<file path="src/sci_pkg.sv">
// ----------------------------------------------------------------------------
// sci_pkg
// Shared constants, codes and widths for the stick-to-cursor integrator.
// ----------------------------------------------------------------------------
package sci_pkg;

    // Fraction bits of the cursor position (unsigned Q12.FRAC)
    localparam int SCI_FRAC   = 16;
    localparam int SCI_INT_W  = 12;
    localparam int SCI_POS_W  = SCI_INT_W + SCI_FRAC;

    // Field widths
    localparam int SCI_SIZE_W = 13;
    localparam int SCI_GAIN_W = 32;
    localparam int SCI_STK_W  = 16;
    localparam int SCI_MS_W   = 16;
    localparam int SCI_NUM_W  = 8;

    // Largest window size in pixels
    localparam logic [SCI_SIZE_W-1:0] SCI_SIZE_MAX = SCI_SIZE_W'(4096);

    // Gain times elapsed product, and its split for the magnitude multiply
    localparam int SCI_GM_W   = SCI_GAIN_W + SCI_MS_W;
    localparam int SCI_SH     = 32 - SCI_FRAC;
    localparam int SCI_HI_W   = SCI_GM_W - SCI_SH;
    localparam int SCI_MA_W   = (SCI_HI_W > SCI_GAIN_W) ? SCI_HI_W : SCI_GAIN_W;
    localparam int SCI_MB_W   = 16;
    localparam int SCI_PROD_W = SCI_MA_W + SCI_MB_W;
    localparam int SCI_ACC_W  = SCI_HI_W + SCI_STK_W + 1;

    // Input action codes
    localparam logic [1:0] SCI_ACT_AXIS   = 2'd0;
    localparam logic [1:0] SCI_ACT_BUTTON = 2'd1;
    localparam logic [1:0] SCI_ACT_TICK   = 2'd2;

    // Result kinds
    localparam logic [1:0] SCI_RES_MOTION = 2'd0;
    localparam logic [1:0] SCI_RES_DOWN   = 2'd1;
    localparam logic [1:0] SCI_RES_UP     = 2'd2;

    // Configuration register indexes
    localparam logic [1:0] SCI_REG_WIDTH  = 2'd0;
    localparam logic [1:0] SCI_REG_HEIGHT = 2'd1;
    localparam logic [1:0] SCI_REG_GAIN   = 2'd2;

endpackage

</file>
<file path="src/sci_mul.sv">
// ----------------------------------------------------------------------------
// sci_mul
// Shared unsigned multiplier used for every product of a tick.
// ----------------------------------------------------------------------------
module sci_mul (
    input  logic [sci_pkg::SCI_MA_W-1:0]   i_a,
    input  logic [sci_pkg::SCI_MB_W-1:0]   i_b,
    output logic [sci_pkg::SCI_PROD_W-1:0] o_prod
);
    import sci_pkg::*;

    // Form the full-width product
    assign o_prod = SCI_PROD_W'(i_a) * SCI_PROD_W'(i_b);

endmodule

</file>
<file path="src/sci_axis_upd.sv">
// ----------------------------------------------------------------------------
// sci_axis_upd
// Moves one cursor coordinate by a delta and clamps it to the window.
// ----------------------------------------------------------------------------
module sci_axis_upd (
    input  logic [sci_pkg::SCI_POS_W-1:0]  i_pos,
    input  logic [sci_pkg::SCI_ACC_W-1:0]  i_delta,
    input  logic                           i_dec,
    input  logic [sci_pkg::SCI_SIZE_W-1:0] i_size,
    output logic [sci_pkg::SCI_POS_W-1:0]  o_pos
);
    import sci_pkg::*;

    logic [SCI_SIZE_W-1:0] w_size;
    logic [SCI_SIZE_W-1:0] w_size_m1;
    logic [SCI_POS_W:0]    w_limit;
    logic [SCI_POS_W:0]    w_delta;
    logic [SCI_POS_W:0]    w_pos;
    logic [SCI_POS_W:0]    w_sum;

    // Effective size: zero counts as one, large values saturate
    always_comb begin
        if (i_size == '0) begin
            w_size = SCI_SIZE_W'(1);
        end else if (i_size > SCI_SIZE_MAX) begin
            w_size = SCI_SIZE_MAX;
        end else begin
            w_size = i_size;
        end
    end

    assign w_size_m1 = w_size - SCI_SIZE_W'(1);
    assign w_limit   = (SCI_POS_W+1)'({w_size, {SCI_FRAC{1'b0}}});
    assign w_pos     = {1'b0, i_pos};

    // Saturate the delta just above the position range
    always_comb begin
        if (|i_delta[SCI_ACC_W-1:SCI_POS_W]) begin
            w_delta = {1'b1, {SCI_POS_W{1'b0}}};
        end else begin
            w_delta = {1'b0, i_delta[SCI_POS_W-1:0]};
        end
    end

    // Step towards zero or away from it, then clamp to the far edge
    always_comb begin
        if (i_dec) begin
            w_sum = (w_delta > w_pos) ? '0 : w_pos - w_delta;
        end else begin
            w_sum = w_pos + w_delta;
        end
        if (w_sum >= w_limit) begin
            o_pos = {w_size_m1[SCI_INT_W-1:0], {SCI_FRAC{1'b0}}};
        end else begin
            o_pos = w_sum[SCI_POS_W-1:0];
        end
    end

endmodule

</file>
<file path="src/stick_to_cursor_integrator_core.sv">
// ----------------------------------------------------------------------------
// stick_to_cursor_integrator_core
// Integrates analog stick deflection over time ticks into a cursor position.
// ----------------------------------------------------------------------------
// Axis items, and button items for buttons other than button 0, are taken
// back to back; a button-0 item goes from its transfer to S_EMIT, which
// loads the output register. A tick steps through S_GM, then S_LO, S_HI
// and S_UPD for x and again for y, then S_CMP, and S_EMIT when it reports
// motion: one 32x16 multiplier is shared by the sequencer, which forms gain
// times elapsed once and then the low and high partial products with each
// stick magnitude, updates x and then y, and compares the new integer
// position with the last one reported. An item that gives a result holds
// the sequencer until the output register is free to take it.
// ----------------------------------------------------------------------------
module stick_to_cursor_integrator_core (
    input  logic        i_clk,
    input  logic        i_rst_n,
    // input stream
    input  logic        s_axis_tvalid,
    output logic        s_axis_tready,
    input  logic [39:0] s_axis_tdata,   // [7:0] event_number, [23:8] event_value,
                                        // [39:24] elapsed_ms
    input  logic [1:0]  s_axis_tuser,   // [1:0] action
    // result stream
    output logic        m_axis_tvalid,
    input  logic        m_axis_tready,
    output logic [23:0] m_axis_tdata,   // [11:0] cursor_x, [23:12] cursor_y
    output logic [1:0]  m_axis_tuser,   // [1:0] result_kind
    // configuration writes
    input  logic        i_cfg_valid,
    output logic        o_cfg_ready,
    input  logic [1:0]  i_cfg_index,
    input  logic [31:0] i_cfg_data
);
    import sci_pkg::*;

    localparam logic [2:0] S_IDLE = 3'd0;
    localparam logic [2:0] S_GM   = 3'd1;
    localparam logic [2:0] S_LO   = 3'd2;
    localparam logic [2:0] S_HI   = 3'd3;
    localparam logic [2:0] S_UPD  = 3'd4;
    localparam logic [2:0] S_CMP  = 3'd5;
    localparam logic [2:0] S_EMIT = 3'd6;

    logic [2:0]            r_state, n_state;
    logic [SCI_SIZE_W-1:0] r_width, r_height;
    logic [SCI_GAIN_W-1:0] r_gain;
    logic [SCI_STK_W-1:0]  r_stick_x, r_stick_y;
    logic [SCI_POS_W-1:0]  r_pos_x, r_pos_y;
    logic [SCI_INT_W-1:0]  r_last_x, r_last_y;
    logic                  r_reported;
    logic                  r_axis;
    logic [SCI_MS_W-1:0]   r_ms;
    logic [SCI_GM_W-1:0]   r_gm;
    logic [SCI_ACC_W-1:0]  r_acc;
    logic [1:0]            r_pend_kind;
    logic [SCI_INT_W-1:0]  r_pend_x, r_pend_y;
    logic                  r_m_valid;
    logic [1:0]            r_m_kind;
    logic [SCI_INT_W-1:0]  r_m_x, r_m_y;

    logic [1:0]            w_action;
    logic [SCI_NUM_W-1:0]  w_num;
    logic [SCI_STK_W-1:0]  w_val;
    logic [SCI_MS_W-1:0]   w_ms;
    logic                  w_in_xfer;
    logic                  w_out_free;
    logic [SCI_STK_W-1:0]  w_stick;
    logic [SCI_STK_W-1:0]  w_mag;
    logic                  w_dec;
    logic [SCI_MA_W-1:0]   w_mul_a;
    logic [SCI_MB_W-1:0]   w_mul_b;
    logic [SCI_PROD_W-1:0] w_prod;
    logic [SCI_POS_W-1:0]  w_upd_pos;
    logic [SCI_POS_W-1:0]  w_new_pos;
    logic [SCI_SIZE_W-1:0] w_size;
    logic [SCI_INT_W-1:0]  w_ix, w_iy;

    // Unpack the input transfer
    assign w_action   = s_axis_tuser;
    assign w_num      = s_axis_tdata[7:0];
    assign w_val      = s_axis_tdata[23:8];
    assign w_ms       = s_axis_tdata[39:24];
    assign s_axis_tready = (r_state == S_IDLE);
    assign w_in_xfer  = s_axis_tvalid && s_axis_tready;
    assign w_out_free = !r_m_valid || m_axis_tready;
    assign o_cfg_ready = 1'b1;

    // Select the axis being worked on
    assign w_stick   = r_axis ? r_stick_y : r_stick_x;
    assign w_upd_pos = r_axis ? r_pos_y : r_pos_x;
    assign w_size    = r_axis ? r_height : r_width;
    assign w_mag     = w_stick[SCI_STK_W-1] ? (~w_stick + SCI_STK_W'(1)) : w_stick;
    assign w_dec     = !w_stick[SCI_STK_W-1] && (w_stick != '0);

    // Route operands into the shared multiplier
    always_comb begin
        case (r_state)
            S_GM: begin
                w_mul_a = SCI_MA_W'(r_gain);
                w_mul_b = SCI_MB_W'(r_ms);
            end
            S_LO: begin
                w_mul_a = SCI_MA_W'(r_gm[SCI_SH-1:0]);
                w_mul_b = SCI_MB_W'(w_mag);
            end
            S_HI: begin
                w_mul_a = SCI_MA_W'(r_gm[SCI_GM_W-1:SCI_SH]);
                w_mul_b = SCI_MB_W'(w_mag);
            end
            default: begin
                w_mul_a = '0;
                w_mul_b = '0;
            end
        endcase
    end

    sci_mul u_mul (
        .i_a    (w_mul_a),
        .i_b    (w_mul_b),
        .o_prod (w_prod)
    );

    sci_axis_upd u_upd (
        .i_pos   (w_upd_pos),
        .i_delta (r_acc),
        .i_dec   (w_dec),
        .i_size  (w_size),
        .o_pos   (w_new_pos)
    );

    assign w_ix = r_pos_x[SCI_POS_W-1:SCI_FRAC];
    assign w_iy = r_pos_y[SCI_POS_W-1:SCI_FRAC];

    // Sequence the tick and hand results to the output stage
    always_comb begin
        n_state = r_state;
        case (r_state)
            S_IDLE: begin
                if (w_in_xfer) begin
                    if (w_action == SCI_ACT_TICK) begin
                        n_state = S_GM;
                    end else if (w_action == SCI_ACT_BUTTON && w_num == '0) begin
                        n_state = S_EMIT;
                    end
                end
            end
            S_GM:  n_state = S_LO;
            S_LO:  n_state = S_HI;
            S_HI:  n_state = S_UPD;
            S_UPD: n_state = r_axis ? S_CMP : S_LO;
            S_CMP: begin
                if (!r_reported || w_ix != r_last_x || w_iy != r_last_y) begin
                    n_state = S_EMIT;
                end else begin
                    n_state = S_IDLE;
                end
            end
            S_EMIT: begin
                if (w_out_free) begin
                    n_state = S_IDLE;
                end
            end
            default: n_state = S_IDLE;
        endcase
    end

    // Control state
    always_ff @(posedge i_clk) begin
        if (!i_rst_n) begin
            r_state    <= S_IDLE;
            r_width    <= SCI_SIZE_W'(640);
            r_height   <= SCI_SIZE_W'(480);
            r_gain     <= SCI_GAIN_W'(41945);
            r_stick_x  <= '0;
            r_stick_y  <= '0;
            r_pos_x    <= '0;
            r_pos_y    <= '0;
            r_last_x   <= '0;
            r_last_y   <= '0;
            r_reported <= 1'b0;
            r_axis     <= 1'b0;
            r_m_valid  <= 1'b0;
        end else begin
            r_state <= n_state;

            // Take configuration writes
            if (i_cfg_valid) begin
                case (i_cfg_index)
                    SCI_REG_WIDTH:  r_width  <= i_cfg_data[SCI_SIZE_W-1:0];
                    SCI_REG_HEIGHT: r_height <= i_cfg_data[SCI_SIZE_W-1:0];
                    SCI_REG_GAIN:   r_gain   <= i_cfg_data;
                    default: ;
                endcase
            end

            // Store stick deflection
            if (w_in_xfer && w_action == SCI_ACT_AXIS) begin
                if (w_num == SCI_NUM_W'(0)) begin
                    r_stick_x <= w_val;
                end else if (w_num == SCI_NUM_W'(1)) begin
                    r_stick_y <= w_val;
                end
            end

            // Start on x for every tick
            if (r_state == S_GM) begin
                r_axis <= 1'b0;
            end

            // Write back the updated coordinate and advance the axis
            if (r_state == S_UPD) begin
                if (r_axis) begin
                    r_pos_y <= w_new_pos;
                end else begin
                    r_pos_x <= w_new_pos;
                end
                r_axis <= !r_axis;
            end

            // Record the reported position
            if (r_state == S_CMP && n_state == S_EMIT) begin
                r_last_x   <= w_ix;
                r_last_y   <= w_iy;
                r_reported <= 1'b1;
            end

            // Output register
            if (r_state == S_EMIT && w_out_free) begin
                r_m_valid <= 1'b1;
            end else if (m_axis_tready) begin
                r_m_valid <= 1'b0;
            end
        end
    end

    // Datapath registers
    always_ff @(posedge i_clk) begin
        if (w_in_xfer) begin
            r_ms <= w_ms;
        end
        if (r_state == S_GM) begin
            r_gm <= w_prod[SCI_GM_W-1:0];
        end
        if (r_state == S_LO) begin
            r_acc <= SCI_ACC_W'(w_prod >> SCI_SH);
        end else if (r_state == S_HI) begin
            r_acc <= r_acc + SCI_ACC_W'(w_prod);
        end

        // Hold the pending result
        if (w_in_xfer && w_action == SCI_ACT_BUTTON) begin
            r_pend_kind <= (w_val != '0) ? SCI_RES_DOWN : SCI_RES_UP;
            r_pend_x    <= r_last_x;
            r_pend_y    <= r_last_y;
        end else if (r_state == S_CMP) begin
            r_pend_kind <= SCI_RES_MOTION;
            r_pend_x    <= w_ix;
            r_pend_y    <= w_iy;
        end

        if (r_state == S_EMIT && w_out_free) begin
            r_m_kind <= r_pend_kind;
            r_m_x    <= r_pend_x;
            r_m_y    <= r_pend_y;
        end
    end

    assign m_axis_tvalid = r_m_valid;
    assign m_axis_tuser  = r_m_kind;
    assign m_axis_tdata  = {r_m_y, r_m_x};

endmodule
</file>
<file path="config.mk">
export PLATFORM = sky130hd
export DESIGN_NAME = stick_to_cursor_integrator_core
export DESIGN_NICKNAME = d
export VERILOG_FILES = /design/src/sci_pkg.sv /design/src/sci_mul.sv /design/src/sci_axis_upd.sv /design/src/stick_to_cursor_integrator_core.sv
export SDC_FILE = /design/constraint.sdc
export NUM_CORES = 2
export LEC_CHECK = 0
export BUFFER_PORTS_ARGS = -buffer_cell sky130_fd_sc_hd__buf_4
export CAP_MARGIN = 25
export CORE_ASPECT_RATIO = 0.7
export CORE_UTILIZATION = 55
export CTS_BUF_LIST = sky130_fd_sc_hd__clkbuf_8 sky130_fd_sc_hd__clkbuf_16
export DETAILED_ROUTE_END_ITERATION = 10
export PLACE_DENSITY_LB_ADDON = 0.05
export SLEW_MARGIN = 20
export SYNTH_ARGS = -nofsm -noshare
export SYNTH_HDL_FRONTEND = slang
export SYNTH_SLANG_ARGS = --single-unit
</file>
<file path="constraint.sdc">
create_clock -name i_clk -period 27.2 [get_ports i_clk]
set_input_delay 4.08 -clock i_clk [delete_from_list [all_inputs] [get_ports i_clk]]
set_output_delay 4.08 -clock i_clk [all_outputs]
set_load 0.01 [all_outputs]
</file>
* After elaboration in Yosys (flattened, before gate mapping) *
Index checks and enable logic that the tools add are counted.

operators by class
  $add $sub $neg = 5
  $mul = 1
  magnitude comparators = 3
  equality and inequality tests = 14
  muxes and demuxes = 32
  bitwise logic cells = 3
  reductions and logical operators = 34

operator list
  kind                                                   number
  one-hot mux 32 bit (3 select lines)                    1
  2-to-1 mux 29 bit                                      3
  2-to-1 mux 32 bit                                      2
  2-to-1 mux 28 bit                                      2
  adder 49 x 48 -> 49 bit                                1
  multiplier 32 x 16 -> 48 bit                           1
  2-to-1 mux 12 bit                                      4
  2-to-1 mux 13 bit                                      3
  2-to-1 mux 16 bit                                      2
  one-hot mux 16 bit (2 select lines)                    1
  nonzero test 16 bit                                    2
  adder 28 x 29 -> 29 bit                                1
  >= comparator 29 bit                                   1
  greater-than comparator 29 x 28 -> 1 bit               1
  subtractor 28 x 29 -> 29 bit                           1
  != test 12 bit                                         2
  one-hot mux 3 bit (7 select lines)                     1
  OR reduction 21 bit                                    1
  2-to-1 mux 3 bit                                       6
  adder 16 x 1 -> 16 bit, second input constant          1
  NOT 16 bit                                             1
  greater-than comparator 13 bit, second input constant  1
  logical NOT 13 bit                                     1
  == test 3 bit, second input constant                   4
  other kinds (19)                                       48

word-level totals
  flip-flop bits (word level) = 341
  input port bits = 81
  output and inout port bits = 29
  word-level logic and storage cells = 115

* Depth between registers and ports, before layout *
  depth after elaboration = 9
  gate-level depth with buffers = 49
  mapped depth without buffers = 45

* By module *
Synthesis repeated with hierarchy kept, for this count alone.

unflattened totals
  cell total of the unflattened synthesis = 4306
  area total of the unflattened synthesis = 37845.0 µm²

by module, submodules not included
  module                           times used  cells an instance  area each (µm²)  sequential area each (µm²)
  stick_to_cursor_integrator_core  1           1715               16985.0          8308.0
  sci_mul                          1           1895               16324.4          0.0
  sci_axis_upd                     1           696                4535.6           0.0

* Worst setup path after synthesis *
Ideal clock, no wire load.

  path type = register to register
  start = reg r_state[0]
  end = reg r_acc[43]
  setup time = 117 ps
  data arrival time = 10838 ps
  path slack = 16245 ps
  cell stages (with the launch flop) = 45
  path buffers = 5
  clock period less this slack = 10955 ps
  path through = dfxtp_1 > clkbuf_1 > nor2b_1 > nor2b_1 > clkbuf_1 > clkbuf_1 > buf_1 > a22oi_1 > nor2_1 > fa_1 > inv_1 > fa_1 > inv_1 > ha_1 > inv_1 > fa_1 > inv_1 > fa_1 > [... 9 more ...] > a21o_1 > a21o_1 > a21oi_1 > xnor2_1 > ha_1 > clkbuf_1 > a21o_1 > a21oi_1 > nor2_1 > o41ai_1 > or3_1 > o2111a_1 > o21ai_0 > a31o_2 > a31o_2 > a21oi_1 > xnor2_1 > a22o_1

between the ends
  word-level cells in the longest chain between the ends = 5

RTL lines
  item                                 line                                    RTL
  from (decl)                          stick_to_cursor_integrator_core.sv:45   logic [2:0] r_state, n_state;
  from (signal assigned)               stick_to_cursor_integrator_core.sv:185  r_state <= n_state;
  == test 3 x 2 -> 1 bit               stick_to_cursor_integrator_core.sv:98   case (r_state)
  OR reduction 2 bit (no line)         -
  one-hot mux 16 bit (2 select lines)  stick_to_cursor_integrator_core.sv:98
  multiplier 32 x 16 -> 48 bit *       sci_mul.sv:13                           assign o_prod = SCI_PROD_W'(i_a) * SCI_PROD_W'(i_b);
  named net u_mul.o_prod, one bit      sci_mul.sv:8                            output logic [sci_pkg::SCI_PROD_W-1:0] o_prod
  adder 49 x 48 -> 49 bit *            stick_to_cursor_integrator_core.sv:248  r_acc <= r_acc + SCI_ACC_W'(w_prod);
  to (signal assigned)                 stick_to_cursor_integrator_core.sv:246  r_acc <= SCI_ACC_W'(w_prod >> SCI_SH);
  to (signal assigned)                 stick_to_cursor_integrator_core.sv:248
  to (decl)                            stick_to_cursor_integrator_core.sv:55   logic [SCI_ACC_W-1:0] r_acc;

The timed path passes the listed nets; every way through them passes the cells marked *.
A chain may end at the register's enable or synchronous reset.

* Final worst setup path *
  start = reg r_axis
  end = reg r_acc[46]

between the ends
  word-level cells in the longest chain between the ends = 7

RTL lines
  item                                   line                                    RTL
  from (decl)                            stick_to_cursor_integrator_core.sv:52   logic r_axis;
  from (signal assigned)                 stick_to_cursor_integrator_core.sv:218  r_axis <= !r_axis;
  2-to-1 mux 16 bit *                    stick_to_cursor_integrator_core.sv:90   assign w_stick = r_axis ? r_stick_y : r_stick_x;
  NOT 16 bit                             stick_to_cursor_integrator_core.sv:93   assign w_mag = w_stick[SCI_STK_W-1] ? (~w_stick + SCI_STK_W'(1)) : w_stick;
  adder 16 x 1 -> 16 bit                 stick_to_cursor_integrator_core.sv:93
  2-to-1 mux 16 bit *                    stick_to_cursor_integrator_core.sv:93
  one-hot mux 16 bit (2 select lines) *  stick_to_cursor_integrator_core.sv:98
  multiplier 32 x 16 -> 48 bit *         sci_mul.sv:13
  named net u_mul.o_prod, one bit        sci_mul.sv:8
  adder 49 x 48 -> 49 bit *              stick_to_cursor_integrator_core.sv:248

Marked as above.

==> reports/summary.md <==
## Logic synthesis
- **largest cells by area after synthesis** fa_1, edfxtp_1, dfxtp_1
- **combinational family with the most area after synthesis** adder cells
- **mean instance size in the synthesized netlist** 8.742 um^2
- **primary flip-flop cell chosen by synthesis mapping** dfxtp_1
- **proportion of synthesized chip area in sequential cells** 22.37%
- **area leader, netlist** fa_1
- **Post-Synth Simple-Gate Area** 16.49%
- **XOR/XNOR share of the synthesized area** 3.490%
- **mux contribution to synthesized area** 4.626%
- **Synth async-reset ratio** 0%
- **area fraction in compound gates after synthesis** 14.01%
- **Post-Syn Area** 0.03714 mm^2
- **count of distinct cell types in the synthesized netlist** 89
- **share of the synthesized area in the top cell type** 22.69%
- **Syn Nets** 4991
- **number of flops mapped to enable cells by yosys** 148
- **number of instances in the synthesized netlist** 4248
- **Warnings, synthesis** 0
- **#FFs+latches synth** 341
- **fraction of the mapped netlist area in adder cells** 30.81%

## Cells and area
- **top library cells by usage in the layout, fill and taps aside** nand2_1, inv_1, fa_1, ha_1, nor2_1
- **post-layout net count** 4988
- **signed area change from the synthesized netlist to the final layout** 7.577%
- **filler cell count** 6042
- **ANT cells** 0
- **share of layout cells above drive strength 1** 8.523%
- **most common library cell in the layout ignoring fill and taps** nand2_1

## Floorplanning
- **placeable core region** 0.06662 mm^2
- **height of the chip** 219.4 um
- **count of boundary I/O pins** 110
- **initial cell density of the core** 55.74%
- **Core Rows** 79
- **area enclosed by the die boundary** 0.06858 mm^2
- **horizontal die dimension** 312.6 um

## GRT
- **pin count of the biggest net entering global routing** 114
- **wire length of the first global-routing pass** 170.9 mm
- **number of global-route vias before repair** 28559
- **overall fraction of global-route tracks in use** 32.36%
- **Overflow after GRT** 0
- **number of antenna violations at the first check in global routing** 3

## CTS
- **number of buffers added by the clock tree synthesis step** 34
- **clock network latency to the later pin of the worst-skew pair** 0.56 ns
- **clock net sink count** 341
- **clock transition at the registers of the reported paths** 0.07 ns
- **total number of H-tree levels** 2
- **clock root buffer** clkbuf_16
- **clock tree from TritonCTS** yes
- **post-CTS setup repair buffer count** 0
- **PostCTS Resize Cnt** 0
- **Max clock buf depth** 3
- **count of hold buffers inserted by post-cts repair** 0

## Run
- **max capacitance violation total** 0

## Timing
- **Period minus WS final** 11.77 ns
- **total setup violations reported at the end of the flow** 0
- **period utilisation layout** 43.25%
- **Fmax achieved** 85.00 MHz
- **setup TNS** 0 ns
- **unrepaired setup endpoints after global routing** no
- **worst-case clock skew** 0.01743 ns
- **Hold Fails Final Rpt** 0
- **worst rel slew slack** 27.73%
- **total count of max-transition violations in the final report** 0
- **transition time at the pin with the least slew margin** 1.078 ns

## Placed design
- **number of port buffers** 108
- **detailed placement HPWL** 84.80 mm
- **routability cong.** 0.9583

## Pwr
- **net switching power** 353.3 uW
- **share of total power in the clock network** 39.6%
- **Power Density** 30.88 mW/mm^2
- **worst vdd ir** 0.05079 mV
- **share of total power in combinational logic** 15.2%
- **proportion of total power due to net switching** 28.64%
- **Int Pwr** 880.4 uW
- **Overall Power** 1.234 mW
- **Leakage Power** 18.08 nW
- **part of the power in registers** 45.2%

## Worst hold path
- **Hold WC Path Type** reg2reg
- **Cells on Worst Hold Path** 0

## Worst setup path
- **count of cells along the worst register-to-register path** 37
- **required time worst endpoint** 27.65 ns
- **Crit Path Category** reg2reg
- **Worst setup EP type** flop
- **worst setup path endpoint** r_acc[46]
- **launching instance or port of the critical path** r_axis
- **Worst Path Max Fanout** 39
- **setup slack of the most critical reg-to-reg path** 15.43 ns
- **Critical R2R Launch** r_axis
- **highest-delay cell along the critical path** a22o_1
- **Largest stage delay, worst path** 0.74 ns
- **startpoint type of the worst setup path** flop
- **crit-path most repeated cell** fa_1
- **worst endpoint data arrival time** 12.21 ns
- **endpoint of the most critical register-to-register path** r_acc[46]

## Detailed routing
- **number of remaining DRC errors** 0
- **1st-pass router iterations** 5
- **starting DRC count in detailed routing** 2899
- **number of antenna-violating nets in the routed design** 0
- **WL per Instance** 21.36 um
- **vias per cell** 5.898
- **via total after detailed routing** 30444
- **total wirelength of the detailed-routed design** 110.3 mm

## Outcome
- **result of the run** complete, no violations

[power by group through the flow]
stage               sequential (mW)  clock, mW  combinational [mW]
detailed placement            0.568          0               0.182
floorplan                     0.564          0               0.116
global placement              0.569          0               0.181
finish                        0.558      0.489               0.187
global route                  0.558      0.515               0.201
CTS                           0.557      0.497               0.183
[critical path: cells and delay by family (launching register included)]
family / cells / cell delay, ns
buffers and inverters: 3 / 0.14
XOR/XNOR: 3 / 0.75
flip-flops: 1 / 0.69
multiplexers: 1 / 0.43
adder cells (fa/ha/maj): 8 / 3.67
AND/OR/NAND/NOR: 9 / 1.76
AO/OA/AOI/OAI: 13 / 4.19
[sequential cells by signal, indices dropped and copies added, names as in the netlist, 2 cells and up]
signal,count
r_pend_kind,2
r_pend_x,12
r_m_y,12
r_gm,48
r_m_x,12
r_height,13
r_state,3
m_axis_tuser,2
r_width,13
r_pos_x,28
r_stick_x,16
r_acc,49
r_pend_y,12
r_last_x,12
r_gain,32
r_stick_y,16
r_ms,16
r_pos_y,28
r_last_y,12
[per-stage QoR]
stage	worst slack (ns)	instance area (um^2)	hold WS (ns)	cells	util (%)
3_3_place_gp	16.01	38760	0.4002	5095	58.18
4_1_cts	15.61	39900	0.4189	5159	59.90
2_1_floorplan	16.24	37140	0.4003	4248	-
3_5_place_dp	15.67	38780	0.4045	5097	58.21
6_report	15.43	39950	0.4187	5162	59.97
5_1_grt	14.64	39950	0.4240	5162	59.97
[cell type report]
cell class              count  area, um^2  share of cell area, %
multi-input cells        3111       25850                  64.72
flip-flops and latches    341        8313                  20.81
inverters                 576        2162                  5.412
repair buffers            181        1380                  3.454
well taps                 891        1115                  2.790
clock buffers              43       985.9                  2.468
clock inverters            19       140.1                 0.3508
[worst min-delay path by stage]
| stage | from | slack [ns] | to |
|---|---|---|---|
| final | r_pend_y[1] | 0.42 | r_m_y[1] |
| after global routing | r_pend_x[5] | 0.42 | r_m_x[5] |
| after CTS | r_pend_y[1] | 0.42 | r_m_y[1] |
| after detailed placement | r_pend_y[1] | 0.40 | r_m_y[1] |
| after global placement | r_pend_y[1] | 0.40 | r_m_y[1] |
| after floorplan | r_pend_kind[0] | 0.40 | m_axis_tuser[0] |
[per-layer routing]
| layer | wire, um | global-route usage [%] | vias to the layer above |
|---|---|---|---|
| li1 | - | - | 14007 |
| met1 | 54000 | 52.08 | 15044 |
| met2 | 44470 | 45.55 | 1266 |
| met3 | 10260 | 5.358 | 123 |
| met4 | 1516 | 4.927 | 4 |
| met5 | 21 | 0 | - |
[cells in the mapped netlist, types with 8 or more instances]
cell type  instances
a211oi_1          23
a21boi_0          80
a21o_1            71
a21oi_1          186
a221oi_1          12
a22o_1            39
a22oi_1           21
a31oi_1           12
and2_1            83
and3_1            13
buf_1             15
buf_2             10
clkbuf_1         189
dfxtp_1          193
edfxtp_1         148
fa_1             421
ha_1             241
inv_1            576
mux2_2            86
mux2i_1           72
nand2_1          740
nand2b_1          30
nand3_1           69
nand4_1           29
nor2_1           195
nor2b_1           80
nor3_1            60
nor4_1            31
o2111ai_1          8
o211ai_1          12
o21a_1            24
o21ai_0          146
o21bai_1          19
o31a_1             8
o31ai_1            9
or3_1              8
xnor2_1           94
xor2_1            54
[cell families (layout without fill, tap and decap cells)]
| logic type | count (synthesis) | after routing |
|---|---|---|
| simple gates | 1367 | 1367 |
| buf+inv | 796 | 819 |
| compound gates | 773 | 773 |
| fa+ha+maj | 662 | 662 |
| flops | 341 | 341 |
| mux | 160 | 160 |
| xor+xnor | 148 | 148 |
| other cells | 1 | 1 |
Note: power is estimated with default switching activity, not from simulation.
